### src/hw/rtl/rdol_pkg.sv
// Package for the ring descriptor offset lookup block.
// Holds request/response payload types, action codes and the control/status
// structs shared by the controller and datapath. Depends on nothing.
package rdol_pkg;

   localparam int ADDR_W   = 32;
   localparam int LEN_W    = 16;
   localparam int OFFSET_W = 20;
   localparam int INDEX_W  = 4;

   // request action codes
   localparam logic ACTION_ADD  = 1'b0;
   localparam logic ACTION_FIND = 1'b1;

   typedef struct packed {
      logic                action;
      logic [ADDR_W-1:0]   entry_address;
      logic [LEN_W-1:0]    entry_length;
      logic [OFFSET_W-1:0] search_offset;
   } req_type;

   typedef struct packed {
      logic               found;
      logic [INDEX_W-1:0] slot_index;
      logic [ADDR_W-1:0]  found_address;
      logic [LEN_W-1:0]   found_length;
      logic [LEN_W-1:0]   byte_in_entry;
   } rsp_type;

   // controller to datapath commands
   typedef struct packed {
      logic add;    // store descriptor, advance pointers
      logic load;   // start a walk at the oldest slot
      logic step;   // move to the next slot, take its length off
      logic hit;    // capture the current slot as the response
      logic miss;   // capture a not-found response
   } cmd_type;

   // datapath to controller status
   typedef struct packed {
      logic empty;  // ring holds no descriptor
      logic hit;    // remaining offset falls inside the current slot
      logic last;   // current slot is the newest one
   } sts_type;

endpackage

### src/hw/rtl/rdol_datapath.sv
// Datapath of the ring descriptor offset lookup block: descriptor memory,
// ring pointers, walk registers and the response register.
// Depends on rdol_pkg.
module rdol_datapath
   import rdol_pkg::*;
#(
   parameter int DEPTH = 16
) (
   input  logic    clock,
   input  logic    reset,
   input  req_type req_data,
   input  cmd_type cmd,
   output sts_type sts,
   output logic    rsp_valid,
   output rsp_type rsp_data
);

   localparam int SLOT_W = (DEPTH > 1) ? $clog2(DEPTH) : 1;
   localparam logic [SLOT_W-1:0] LAST_SLOT = SLOT_W'(DEPTH - 1);

   function automatic logic [SLOT_W-1:0] next_slot(input logic [SLOT_W-1:0] s);
      logic [SLOT_W-1:0] n;
      n = (s == LAST_SLOT) ? '0 : s + 1'b1;
      return n;
   endfunction

   // descriptor storage, no reset
   logic [ADDR_W-1:0] addr_mem [DEPTH];
   logic [LEN_W-1:0]  len_mem  [DEPTH];

   logic [SLOT_W-1:0]   write_slot_ff, write_slot_in;
   logic [SLOT_W-1:0]   oldest_slot_ff, oldest_slot_in;
   logic                ring_full_ff, ring_full_in;
   logic [SLOT_W-1:0]   idx_ff, idx_in;
   logic [OFFSET_W-1:0] remain_ff, remain_in;
   logic [ADDR_W-1:0]   rd_addr_data_ff;
   logic [LEN_W-1:0]    rd_len_ff;
   logic                rsp_valid_ff, rsp_valid_in;
   rsp_type             rsp_ff, rsp_in;
   logic [SLOT_W-1:0]   idx_next;
   logic [OFFSET_W-1:0] len_ext;

   assign idx_next = next_slot(idx_ff);
   assign len_ext  = OFFSET_W'(rd_len_ff);

   // status toward the controller
   assign sts.empty = (write_slot_ff == oldest_slot_ff) && !ring_full_ff;
   assign sts.hit   = remain_ff < len_ext;
   assign sts.last  = idx_next == write_slot_ff;

   // advance ring pointers on an add
   always_comb begin
      write_slot_in  = write_slot_ff;
      oldest_slot_in = oldest_slot_ff;
      ring_full_in   = ring_full_ff;
      if (cmd.add) begin
         write_slot_in  = next_slot(write_slot_ff);
         oldest_slot_in = ring_full_ff ? next_slot(oldest_slot_ff) : oldest_slot_ff;
         if (write_slot_in == oldest_slot_in) begin
            ring_full_in = 1'b1;
         end
      end
   end

   // walk index and remaining offset; the index also addresses the read port
   always_comb begin
      idx_in    = idx_ff;
      remain_in = remain_ff;
      if (cmd.load) begin
         idx_in    = oldest_slot_ff;
         remain_in = req_data.search_offset;
      end else if (cmd.step) begin
         idx_in    = idx_next;
         remain_in = remain_ff - len_ext;
      end
   end

   // build the response
   always_comb begin
      rsp_valid_in = cmd.hit || cmd.miss;
      rsp_in       = rsp_ff;
      if (cmd.hit) begin
         rsp_in.found         = 1'b1;
         rsp_in.slot_index    = INDEX_W'(idx_ff);
         rsp_in.found_address = rd_addr_data_ff;
         rsp_in.found_length  = rd_len_ff;
         rsp_in.byte_in_entry = remain_ff[LEN_W-1:0];
      end else if (cmd.miss) begin
         rsp_in = '0;
      end
   end

   // control registers
   always_ff @(posedge clock) begin
      if (reset) begin
         write_slot_ff  <= '0;
         oldest_slot_ff <= '0;
         ring_full_ff   <= 1'b0;
         rsp_valid_ff   <= 1'b0;
      end else begin
         write_slot_ff  <= write_slot_in;
         oldest_slot_ff <= oldest_slot_in;
         ring_full_ff   <= ring_full_in;
         rsp_valid_ff   <= rsp_valid_in;
      end
   end

   // payload registers
   always_ff @(posedge clock) begin
      idx_ff    <= idx_in;
      remain_ff <= remain_in;
      rsp_ff    <= rsp_in;
   end

   // descriptor memory: one write port, one registered read port
   always_ff @(posedge clock) begin
      if (cmd.add) begin
         addr_mem[write_slot_ff] <= req_data.entry_address;
         len_mem[write_slot_ff]  <= req_data.entry_length;
      end
      rd_addr_data_ff <= addr_mem[idx_in];
      rd_len_ff       <= len_mem[idx_in];
   end

   assign rsp_valid = rsp_valid_ff;
   assign rsp_data  = rsp_ff;

endmodule

### src/hw/rtl/rdol_controller.sv
// Controller of the ring descriptor offset lookup block: accepts requests
// and sequences the descriptor walk of a find. Depends on rdol_pkg.
module rdol_controller
   import rdol_pkg::*;
(
   input  logic    clock,
   input  logic    reset,
   input  logic    start,
   input  logic    req_action,
   input  sts_type sts,
   output logic    busy,
   output cmd_type cmd
);

   localparam logic ST_IDLE = 1'b0;
   localparam logic ST_WALK = 1'b1;

   logic state_ff, state_in;

   // decode the next state and the datapath commands
   always_comb begin
      state_in = state_ff;
      cmd      = '0;
      unique case (state_ff)
         ST_IDLE: begin
            if (start) begin
               if (req_action == ACTION_ADD) begin
                  cmd.add = 1'b1;
               end else if (sts.empty) begin
                  cmd.miss = 1'b1;
               end else begin
                  cmd.load = 1'b1;
                  state_in = ST_WALK;
               end
            end
         end
         ST_WALK: begin
            if (sts.hit) begin
               cmd.hit  = 1'b1;
               state_in = ST_IDLE;
            end else if (sts.last) begin
               cmd.miss = 1'b1;
               state_in = ST_IDLE;
            end else begin
               cmd.step = 1'b1;
            end
         end
         default: begin
            state_in = ST_IDLE;
         end
      endcase
   end

   always_ff @(posedge clock) begin
      if (reset) begin
         state_ff <= ST_IDLE;
      end else begin
         state_ff <= state_in;
      end
   end

   assign busy = state_ff == ST_WALK;

endmodule

### src/hw/rtl/ring_descriptor_offset_lookup.sv
// Ring descriptor offset lookup. An add gives no response.
// A find walks one descriptor per cycle from the oldest slot, visiting
// 1..DEPTH slots, and strobes its response once the walk hits or reaches
// the newest slot. A find on an empty ring responds in the next cycle,
// without a walk. The receiver cannot stall. Reset empties the ring;
// descriptor storage is not cleared.
module ring_descriptor_offset_lookup
   import rdol_pkg::*;
#(
   parameter int DEPTH = 16
) (
   input  logic    clock,
   input  logic    reset,
   input  logic    start,
   output logic    busy,
   input  req_type req_data,
   output logic    rsp_valid,
   output rsp_type rsp_data
);

   cmd_type cmd;
   sts_type sts;
   logic    busy_int;

   // gate requests so only idle-cycle starts are accepted
   rdol_controller u_controller (
      .clock      (clock),
      .reset      (reset),
      .start      (start),
      .req_action (req_data.action),
      .sts        (sts),
      .busy       (busy_int),
      .cmd        (cmd)
   );

   rdol_datapath #(
      .DEPTH (DEPTH)
   ) u_datapath (
      .clock     (clock),
      .reset     (reset),
      .req_data  (req_data),
      .cmd       (cmd),
      .sts       (sts),
      .rsp_valid (rsp_valid),
      .rsp_data  (rsp_data)
   );

   assign busy = busy_int;

endmodule

### config.mk
export PLATFORM = sky130hd
export DESIGN_NAME = ring_descriptor_offset_lookup
export DESIGN_NICKNAME = d
export VERILOG_FILES = /design/src/hw/rtl/rdol_pkg.sv /design/src/hw/rtl/rdol_datapath.sv /design/src/hw/rtl/rdol_controller.sv /design/src/hw/rtl/ring_descriptor_offset_lookup.sv
export SDC_FILE = /design/constraint.sdc
export NUM_CORES = 1
export LEC_CHECK = 0
export ABC_AREA = 1
export CORE_MARGIN = 1.5
export CORE_UTILIZATION = 39
export DETAILED_ROUTE_END_ITERATION = 8
export DONT_BUFFER_PORTS = 1
export PLACE_DENSITY = 0.55
export SLEW_MARGIN = 40
export SYNTH_ARGS = -nofsm -noshare
export SYNTH_HDL_FRONTEND = slang
export SYNTH_SLANG_ARGS = --single-unit
### constraint.sdc
create_clock -name clock -period 6.3 [get_ports clock]
set_input_delay 1.26 -clock clock [delete_from_list [all_inputs] [get_ports clock]]
set_output_delay 1.26 -clock clock [all_outputs]
set_load 0.01 [all_outputs]
; Word-level counts from Yosys, hierarchy flattened
; Memories as Yosys holds them, arrays and structs flattened. A register that Yosys moved wholly into a read port is not among the register bits.
; Cells that the tools add are included.
[classes]
n_eq_ne = 6
n_addsub = 4
mux = 29
n_lt_le_gt_ge = 1
bitwise = 1
reduce_logical = 6
[ops]
columns = operator, count
row1 = two-way mux 68 bit, 2
row2 = two-way mux 20 bit, 2
row3 = two-way mux 4 bit, 6
row4 = < comparator 20 x 16 -> 1 bit, 1
row5 = subtractor 20 x 16 -> 20 bit, 1
row6 = two-way mux 1 bit, 14
row7 = "adder 4 x 1 -> 4 bit, second input constant", 3
row8 = equality test 4 bit, 3
row9 = "equality test 4 bit, second input constant", 3
row10 = two-way mux 2 bit, 3
row11 = one-hot mux 1 bit (2 select lines), 2
row12 = nonzero test 2 bit, 2
row13 = AND reduction 2 bit, 1
row14 = logical AND 1 bit, 1
row15 = zero test 1 bit, 1
row16 = logical OR 1 bit, 1
row17 = inverter 1 bit, 1
[totals]
ramBits = 768
out_inout_bits = 71
elab_cells = 61
memories = 2
input_bits = 72
regBits = 104
[memory_table]
columns = memory, depth, width, rd, rd_ports_with_merged_regs, wr, line_no
row1 = u_datapath.addr_mem, 16, 32, 1, 1, 1, rdol_datapath.sv:28  ; logic [ADDR_W-1:0] addr_mem [DEPTH];
row2 = u_datapath.len_mem, 16, 16, 1, 1, 1, rdol_datapath.sv:29  ; logic [LEN_W-1:0] len_mem [DEPTH];

; Logic depth before layout (Yosys ltp)
; Gate-level depths: netlist of the first run.
[depth]
depth_word = 8
depth_mapped = 21
ltp_nobuf = 19

; By module
; Synthesis of the first run repeated with hierarchy kept, for this count alone.
[unflattened]
cells_unflattened = 3657
area_unflattened_um2 = 40079.7
[by_module_without_submodules]
columns = mod, cells_each, seq_area_each_um2, area_each_um2, n_inst
row1 = rdol_datapath, 3639, 26965.9, 39978.3, 1
row2 = rdol_controller, 18, 20.0, 101.3, 1

; Worst setup path after synthesis of the first run
; Ideal clock, no wire load.
[synth_timing]
path_kind = input to register
startpoint = in start
endpoint = mem u_datapath.addr_mem[3][0], enable pin
stages = 5
required_time_ps = 5787
arrival_time_ps = 5119
setup_time_ps = 513
path_slack_ps = 668
path_buffers = 1
cell_sequence = inv_1 > nor3_1 > inv_1 > clkbuf_1 > nor3_1
[synth_between]
elab_chain_cells = 4
[synth_lines]
columns = item, line_no
row1 = "start, declared", ring_descriptor_offset_lookup.sv:14  ; input logic start,
row2 = two-way mux 2 bit, rdol_controller.sv:26  ; if (start) begin
row3 = two-way mux 2 bit, rdol_controller.sv:24  ; unique case (state_ff)
row4 = two-way mux 1 bit, rdol_datapath.sv:117  ; if (cmd.add) begin
row5 = two-way mux 1 bit (not written as such), rdol_datapath.sv:118  ; addr_mem[write_slot_ff] <= req_data.entry_address;
row6 = "end, declared", rdol_datapath.sv:28
; No other way between the ends.

; Final worst setup path of the first run
[layout_timing]
startpoint = reg u_datapath.remain_ff[0]
endpoint = reg u_datapath.rd_addr_data_ff[3], read port of u_datapath.addr_mem
[layout_between]
elab_chain_cells = 5
[layout_lines]
columns = item, line_no
row1 = "start, declared", rdol_datapath.sv:35  ; logic [OFFSET_W-1:0] remain_ff, remain_in;
row2 = "start signal, assigned", rdol_datapath.sv:111  ; remain_ff <= remain_in;
row3 = < comparator 20 x 16 -> 1 bit, rdol_datapath.sv:48  ; assign sts.hit = remain_ff < len_ext;
row4 = two-way mux 1 bit, rdol_controller.sv:38  ; if (sts.hit) begin
row5 = two-way mux 2 bit, rdol_controller.sv:24
row6 = two-way mux 4 bit, rdol_datapath.sv:72  ; end else if (cmd.step) begin
row7 = two-way mux 4 bit, rdol_datapath.sv:69  ; if (cmd.load) begin
row8 = "end, declared", rdol_datapath.sv:36  ; logic [ADDR_W-1:0] rd_addr_data_ff;
; No other way between the ends.
; A chain may end at the register's enable or synchronous reset.

==> reports/qor.yml, run 1 <==
die:
  initial_utilization: 0.394
  core-area_sq_mm: 0.102
  die-area_sq_mm: 0.105
  die_y_microns: 324
  pin_count: 143
  rows: 117
  die_x_microns: 324
logic_synthesis:
  synth_edf_count: 856
  synth_mux_area_frac: 0
  synth_compound_area_frac: 0.0123
  synth_top_flop_cell: "edfxtp_1"
  synth_adder_area_share: 0.00735
  netlist_area_sq_mm: 0.0402
  syn_inst: 3702
  netlist_top_cells_area: "edfxtp_1 64%, nand3_1 11%, inv_1 6.4%, nand2_1 5.0%, nand3b_1 3.6%"
  synth_xor_area_frac: 0.00305
  yosysTopAreaCellShare: 0.640
  ys_seq_elements: 920
  synth-async-reset-ratio: 0
  syn_nets: 3797
  synth_top_family_by_area: "simple AND/OR/NAND/NOR gates"
  synth_seq_area_share: 0.672
  synth_simple_gate_area_frac: 0.211
  avgSynthCellArea_sq_um: 10.9
  synth_cell_types: 41
  ys_warn_count: 0
  yosysTopAreaCell: "edfxtp_1"
cells_and_area:
  final_layout_size_suffix_gt1_frac: 0.0663
  multi_input_area_sq_mm: 0.00958
  layout_commonest_cell: "nand3_1"
  fill_cells: 9535
  regArea_sq_mm: 0.0270
  nets: 3734
  syn_to_final_growth_pct: 11.9
  final_cell_mix: "893 x nand3_1, 856 x edfxtp_1, 686 x inv_1"
  n_antenna_cell: 0
setup_path:
  crit_slowest_cell: "nand2_8"
  critical_path.top_delay_family: "simple AND/OR/NAND/NOR gates"
  critical_path_buf_inv_count: 3
  r2r_cells: 18
  max_stage_delay_ps: 590
  crit_top_cell: "nand3_1"
  crit_type: "register to register"
  r2r_setup_slack_ps: 2250
  crit_chain: "inv_1 > ha_1 > fa_1 > inv_1 > nand3_1 > nand2_1 > nand3_1 > nand3_2 > nand2_4 > nand2_1 > nand3_4 > nand2_8 > buf_4 > nand2_1 > nand3_1 > nand3_1 > nand3_1 > nand2_1"
  startpoint_type: "register"
  reg2reg_from: "u_datapath.remain_ff[0]$_DFFE_PP_"
  worst-endpoint-required_ps: 6840
  critPathCaptureType: "register"
  arrival_ps: 4600
  worst_r2r_endpoint: "u_datapath.rd_addr_data_ff[3]$_DFF_P_"
  worstPathMaxFanout: 78
grt:
  grt_pass1_wl_microns: 155000
  grt_max_degree: 112
  antenna_found_initial: 0
  overflow: 0
  grt_pass1_vias: 24700
  grt_use_total: 0.196
worst_hold_path:
  holdPathStages: 2
  whs_endpoint: "u_datapath.rsp_data[68]$_SDFFE_PP1P_"
  hold_path_startpoint: "u_datapath.rsp_data[68]$_SDFFE_PP1P_"
  hp-class: "register to register"
sta:
  grt_setup_unrepaired: "false"
  setup_viol: 0
  max_freq_ghz: 0.247
  worst_pin_slew_ps: 884
  setup_slack_ps: 2250
  slew_violations: 0
  setup-tns-final_ps: 0
  layout_min_cycle_time_ps: 4050
  hold_viol_final: 0
  slew_headroom: 0.410
  fin_skew_ps: 25.8
  fin_crit_sh: 0.643
routing:
  drt-total-wl_microns: 103000
  vias: 25600
  postRouteAntennaNets: 0
  detail_route.vias_per_cell: 5.03
  firstDrtPassIters: 6
  drc_errors: 0
  wl_per_cell_microns: 20.2
  first_iter_violations: 2207
clock_network:
  clock_path_buffers: 3
  clock_latency_ps: 670
  numCtsBuffers: 99
  htreeDepth: 3
  cts_root_buf: "clkbuf_16"
  cts_setup_buffers: 0
  cts.sinks: 920
  postCtsHoldBufs: 0
  cts_tree: "built"
  cts_resized: 0
  path_clk_slew_ps: 60
pwr:
  powerDensity_mw_per_mm2: 437
  p_switching_uw: 6980
  switching_share: 0.356
  p_leak_uw: 0.0180
  seq_power_share: 0.376
  power_frac_clock: 0.306
  vdd_drop_max_v: 0.000331
  pwr-share-comb: 0.319
  internal_power_uw: 12600
place:
  post-dp-hpwl_microns: 50800
  port_buffers: 0
  gp_congestion: 0.830
  place_ws_ps: 1730
status:
  outcome: "completed"
run:
  max_cap_viol_count: 0
## state kept, by name (all words and copies together), names as in the netlist
| name | flops |
|---|---|
| u_datapath.addr_mem | 512 |
| u_datapath.len_mem | 256 |
| u_datapath.rsp_data | 69 |
| u_datapath.rd_addr_data_ff | 32 |
| u_datapath.remain_ff | 20 |
| u_datapath.rd_len_ff | 16 |
| u_datapath.idx_ff | 4 |
| u_datapath.oldest_slot_ff | 4 |
| u_datapath.write_slot_ff | 4 |
| u_controller.busy | 1 |
| u_datapath.ring_full_ff | 1 |
| u_datapath.rsp_valid | 1 |
## cell usage after synthesis, drive strengths merged (5+ instances only)
cell type / number
a21oi: 35
buf: 169
clkbuf: 44
dfxtp: 64
edfxtp: 856
ha: 22
inv: 695
nand2: 542
nand3: 895
nand3b: 192
nor2: 100
nor3: 7
o21ai: 41
or2: 5
xor2: 10
## worst min-delay path, delay by kind of cell, from the launching register on
kind             cells  cell delay, ps
DFF                  1             350
and+or+nand+nor      2             130
## per-layer routing
| layer | share of wire | track usage | vias to the layer above | routed length (microns) |
|---|---|---|---|---|
| li1 | - | - | 12300 | - |
| met1 | 0.44 | 0.258 | 12600 | 45200 |
| met2 | 0.48 | 0.330 | 651 | 48900 |
| met3 | 0.062 | 0.0380 | 141 | 6340 |
| met4 | 0.022 | 0.0548 | 0 | 2250 |
| met5 | 0 | 0 | - | 0 |
## stage by stage
stage | total power [uW] | cell area, sq um | util | hold slack, ps | instances
after floorplan | 12100 | 40200 | - | 471 | 3702
after global placement | 13700 | 41400 | 0.406 | 514 | 4902
after detailed placement | 13800 | 41500 | 0.408 | 514 | 4906
after CTS | 19800 | 44900 | 0.441 | 528 | 5094
after global routing | 20800 | 44900 | 0.441 | 550 | 5094
final | 19600 | 44900 | 0.441 | 525 | 5094
## power by group through the flow
| stage | registers (uW) | logic (uW) | clock network (uW) |
|---|---|---|---|
| 6_report | 7380 | 6260 | 6000 |
| 5_1_grt | 7410 | 7030 | 6360 |
| 4_1_cts | 7380 | 6300 | 6120 |
| 3_5_place_dp | 7510 | 6280 | 0 |
| 3_3_place_gp | 7510 | 6200 | 0 |
| 2_1_floorplan | 7410 | 4720 | 0 |
## worst max-delay path by stage
stage | start | end | cells past startpoint
after floorplan | start | u_datapath.addr_mem[3][0]$_DFFE_PP_ | 5
after global placement | req_data[68] | u_datapath.rd_addr_data_ff[2]$_DFF_P_ | 13
after detailed placement | req_data[68] | u_datapath.rd_addr_data_ff[1]$_DFF_P_ | 13
after CTS | u_datapath.rd_len_ff[5]$_DFF_P_ | u_datapath.rsp_data[37]$_SDFFCE_PN0P_ | 14
after global routing | u_datapath.rd_len_ff[5]$_DFF_P_ | u_datapath.rsp_data[39]$_SDFFCE_PN0P_ | 14
final | u_datapath.remain_ff[0]$_DFFE_PP_ | u_datapath.rd_addr_data_ff[3]$_DFF_P_ | 18
## kinds of logic after synthesis
group                      after synthesis
buffers and inverters                  908
and+or+nand+nor                       1748
DFF                                    920
AOI/OAI and AO/OA                       89
adders and majority gates               23
xor gates and xnor gates                14
## final cells by class
type	count	share of cell area
sequential	920	0.601
multi-input combinational	1874	0.213
clock buffer	145	0.0624
inverter	695	0.0583
tap	1368	0.0381
timing repair buffer	49	0.0145
clock inverter	43	0.0128
Note: power is estimated with default switching activity, not from simulation.
==> run 2, diff against run 1 <==
--- a/config.mk
+++ b/config.mk
@@ -5,12 +5,12 @@
 export SDC_FILE = /design/constraint.sdc
 export NUM_CORES = 1
 export LEC_CHECK = 0
-export ABC_AREA = 1
+export ABC_AREA = 0
 export CORE_MARGIN = 1.5
 export CORE_UTILIZATION = 39
 export DETAILED_ROUTE_END_ITERATION = 8
 export DONT_BUFFER_PORTS = 1
-export PLACE_DENSITY = 0.55
+export PLACE_DENSITY = 0.57
 export SLEW_MARGIN = 40
 export SYNTH_ARGS = -nofsm -noshare
 export SYNTH_HDL_FRONTEND = slang
==> constraint.sdc (replaced) <==
create_clock -name clock -period 3.3 [get_ports clock]
set_input_delay 0.66 -clock clock [delete_from_list [all_inputs] [get_ports clock]]
set_output_delay 0.66 -clock clock [all_outputs]
set_load 0.01 [all_outputs]
==> run 2 against run 1 <==
- the flow now finishes with violations (setup timing)
- critical endpoint is now u_datapath.rd_addr_data_ff[8]$_DFF_P_
- non-clock buffer count up 244
- first-iteration DRC count increased by 5.5%
- cell count down 20%
- synthesized cell count is 30% lower
- core utilization rose by 4.2 points
- clock power increased by 85%
- critical path type unchanged
- sequential share of layout area shrank 0.48 points
- design area up 0.82%
==> reports/qor.yml, run 2 <==
status:
  outcome: "finished with violations"
  violations: "setup timing"
cells_and_area:
  final_cell_mix: "856 x edfxtp_1, 219 x nand2_1, 175 x buf_4"
  final_layout_size_suffix_gt1_frac: 0.211  # +0.145
  design_area_sq_mm: 0.0453  # +0.82%
  nets: 2846  # -24%
  largest_reg_flops: 512  # unchanged
  syn_to_final_growth_pct: 22.3
  top_register: "u_datapath.addr_mem"
  layout_commonest_cell: "edfxtp_1"
  fill_cells: 7987  # -16%
  fin_util: 0.483  # +0.0422
logic_synthesis:
  synth_cell_types: 53  # +29%
  netlist_top_cells_area: "edfxtp_1 69%, dfxtp_1 3.5%, a211o_1 3.4%, o211ai_1 2.9%, and3_1 2.5%"
  syn_inst: 2576  # -30%
  synth-async-reset-ratio: 0  # unchanged
  ys_seq_elements: 920  # unchanged
  synth_top_flop_cell: "edfxtp_1"
  ys_warn_count: 0  # unchanged
  yosysMostFrequentCell: "edfxtp_1"
  synth_edf_count: 856  # unchanged
  yosysTopAreaCell: "edfxtp_1"
  yosysTopAreaCellShare: 0.694  # +0.0538
  avgSynthCellArea_sq_um: 14.4  # +33%
  synth_common_cells: "856 x edfxtp_1, 229 x nand2_1, 148 x clkbuf_1"
  synth_seq_area_share: 0.728  # +0.0565
  syn_nets: 2671  # -30%
  netlist_area_sq_mm: 0.0371  # -7.8%
sta:
  layout_min_cycle_time_ps: 3580  # -477 ps
  max_freq_ghz: 0.280  # +13%
  slew_headroom: 0.541  # +0.131
  grt_setup_unrepaired: "true"
  setup-tns-final_ps: -9340  # -9340 ps
  worst_pin_slew_ps: 688  # -196 ps
  slew_violations: 0  # unchanged
  setup_viol: 48  # +48
  fin_skew_ps: 23.9  # -1.90 ps
  setup_slack_ps: -275  # -2520 ps
  fin_crit_sh: 1.08  # +0.440
  hold_viol_final: 0  # unchanged
worst_hold_path:
  whs_endpoint: "u_datapath.write_slot_ff[3]$_SDFFE_PP0P_"
  hp-class: "input pin to register"
  holdPathStages: 1  # -1
  hold_path_startpoint: "reset"
grt:
  overflow: 0  # unchanged
  antenna_found_initial: 1  # +1
  grt_pass1_wl_microns: 151000  # -2.8%
  grt_max_degree: 97  # -13%
  grt_use_total: 0.203  # +0.00740
  grt_pass1_vias: 23500  # -4.8%
die:
  pin_count: 143  # unchanged
  initial_utilization: 0.395  # +0.000989
  core-area_sq_mm: 0.0937  # -8.0%
  die_y_microns: 311  # -3.9%
  die_x_microns: 311  # -3.9%
  rows: 112  # -4.3%
  die-area_sq_mm: 0.0969  # -7.7%
place:
  port_buffers: 0  # unchanged
  post-dp-hpwl_microns: 55300  # +8.8%
  gp_congestion: 0.865  # +4.2%
  place_ws_ps: -418  # -2150 ps
  postPlaceCellArea_sq_mm: 0.0405  # -2.6%
routing:
  detail_route.vias_per_cell: 5.76  # +14%
  wl_met2_microns: 47700  # -2.4%
  met1_length_microns: 45200  # +0.10%
  drt-total-wl_microns: 102000  # -0.41%
  first_iter_violations: 2328  # +5.5%
  wl_per_cell_microns: 25.0  # +24%
  drc_errors: 0  # unchanged
  postRouteAntennaNets: 0  # unchanged
  wl_met3_microns: 7040  # +11%
  top_layer_used: "met4"
  firstDrtPassIters: 7  # +1
  vias: 23500  # -8.2%
setup_path:
  reg2reg_from: "u_datapath.remain_ff[0]$_DFFE_PP_"
  arrival_ps: 4090  # -510 ps
  startpoint_type: "register"
  crit_type: "register to register"
  worstPathMaxFanout: 45  # -42%
  critPathCaptureType: "register"
  worst_r2r_endpoint: "u_datapath.rd_addr_data_ff[8]$_DFF_P_"
  r2r_setup_slack_ps: -280  # -2520 ps
  worst-endpoint-required_ps: 3820  # -3020 ps
  r2r_cells: 16  # -2
clock_network:
  path_clk_slew_ps: 70  # about the same
  clock_path_buffers: 3  # unchanged
  cts_tree: "built"
  cts_root_buf: "clkbuf_16"
  clock_latency_ps: 660  # about the same
  numCtsBuffers: 95  # -4.0%
  cts.sinks: 920  # unchanged
  postCtsHoldBufs: 0  # unchanged
  htreeDepth: 3  # unchanged
pwr:
  powerDensity_mw_per_mm2: 919  # +110%
  vdd_drop_max_v: 0.000489  # +48%
  p_leak_uw: 0.0157  # -13%
  finalPower_uw: 41600  # +110%
run:
  max_cap_viol_count: 0  # unchanged
==> run 2: cell count changes after synthesis, moves of 89 or more <==
cell      change
nand2_1     -309
a31oi_1     +100
nand3b_1    -192
clkbuf_1    +105
nand3_1     -790
a211o_1     +145
a21oi_1      +89
inv_1       -656
o211ai_1    +141
and3_1      +147
==> run 2: timing repair <==
action,4_1_cts,5_1_grt
buffers inserted,22,14
gates cloned,8,12
resized for setup,95,80
endpoints found under the setup margin,50,50
pin swaps,60,72
==> run 2: final cells by class <==
type	instances	area (sq um)	share of cell area
antenna	1	2.50	0.0000552
clock buffer	124	2660	0.0587
clock inverter	55	607	0.0134
inverter	33	144	0.00318
multi-input combinational	1406	9680	0.214
sequential	920	27000	0.596
tap	1254	1570	0.0346
timing repair buffer	293	3630	0.0802
timing repair inverter	2	20.0	0.000442
==> run 2: worst max-delay path by stage <==
stage,cells past startpoint,slack [ps],from,to
3_3_place_gp,13,-370,u_datapath.remain_ff[13]$_DFFE_PP_,u_datapath.rd_addr_data_ff[10]$_DFF_P_
5_1_grt,15,-400,u_datapath.remain_ff[0]$_DFFE_PP_,u_datapath.rd_addr_data_ff[10]$_DFF_P_
2_1_floorplan,3,-450,req_data[68],u_datapath.addr_mem[11][0]$_DFFE_PP_
4_1_cts,16,-340,u_datapath.remain_ff[0]$_DFFE_PP_,u_datapath.rd_addr_data_ff[31]$_DFF_P_
6_report,16,-280,u_datapath.remain_ff[0]$_DFFE_PP_,u_datapath.rd_addr_data_ff[8]$_DFF_P_
3_5_place_dp,14,-420,u_datapath.rd_len_ff[0]$_DFF_P_,u_datapath.rd_addr_data_ff[10]$_DFF_P_
==> run 2: power by group <==
part | leakage [uW] | switching (uW) | internal (uW)
logic | 0.00582 | 8790 | 7830
registers | 0.00830 | 381 | 13500
clock network | 0.00158 | 4560 | 6510
total | 0.0157 | 13700 | 27900
==> run 2: stage by stage <==
step	hold slack, ps	cells
3_3_place_gp	480	3852
5_1_grt	46.8	4087
6_report	68.1	4088
3_5_place_dp	484	3852
2_1_floorplan	467	2576
4_1_cts	30.9	4061
==> run 2: logic make-up (layout without fill, tap and decap cells) <==
family                     after synthesis  after routing  share of synthesized area
AOI/OAI and AO/OA                      705            705                      0.139
xor gates and xnor gates                32             32                    0.00756
adders and majority gates               23             23                    0.00797
buffers and inverters                  250            507                     0.0314
DFF                                    920            920                      0.728
muxes                                    6              6                    0.00189
other                                    0              1                          0
and+or+nand+nor                        640            640                     0.0841
==> run 2: critical path, cell delays in order, from the launching register on <==
cell and delay, ps:
edfxtp_1 350, inv_2 50, ha_4 160, fa_2 360, nand2b_4 160, a21oi_4 130, o211ai_1 130, a21oi_2 200
o311a_4 230, buf_4 120, mux2_4 280, or2_4 340, inv_12 140, buf_16 220, a31oi_1 120, a22oi_1 250
o211ai_1 160
==> run 2: per-layer routing <==
layer	up-vias	track usage
met5	-	0
met4	0	0.0553
met3	158	0.0348
met2	914	0.322
met1	12000	0.289
li1	10500	-
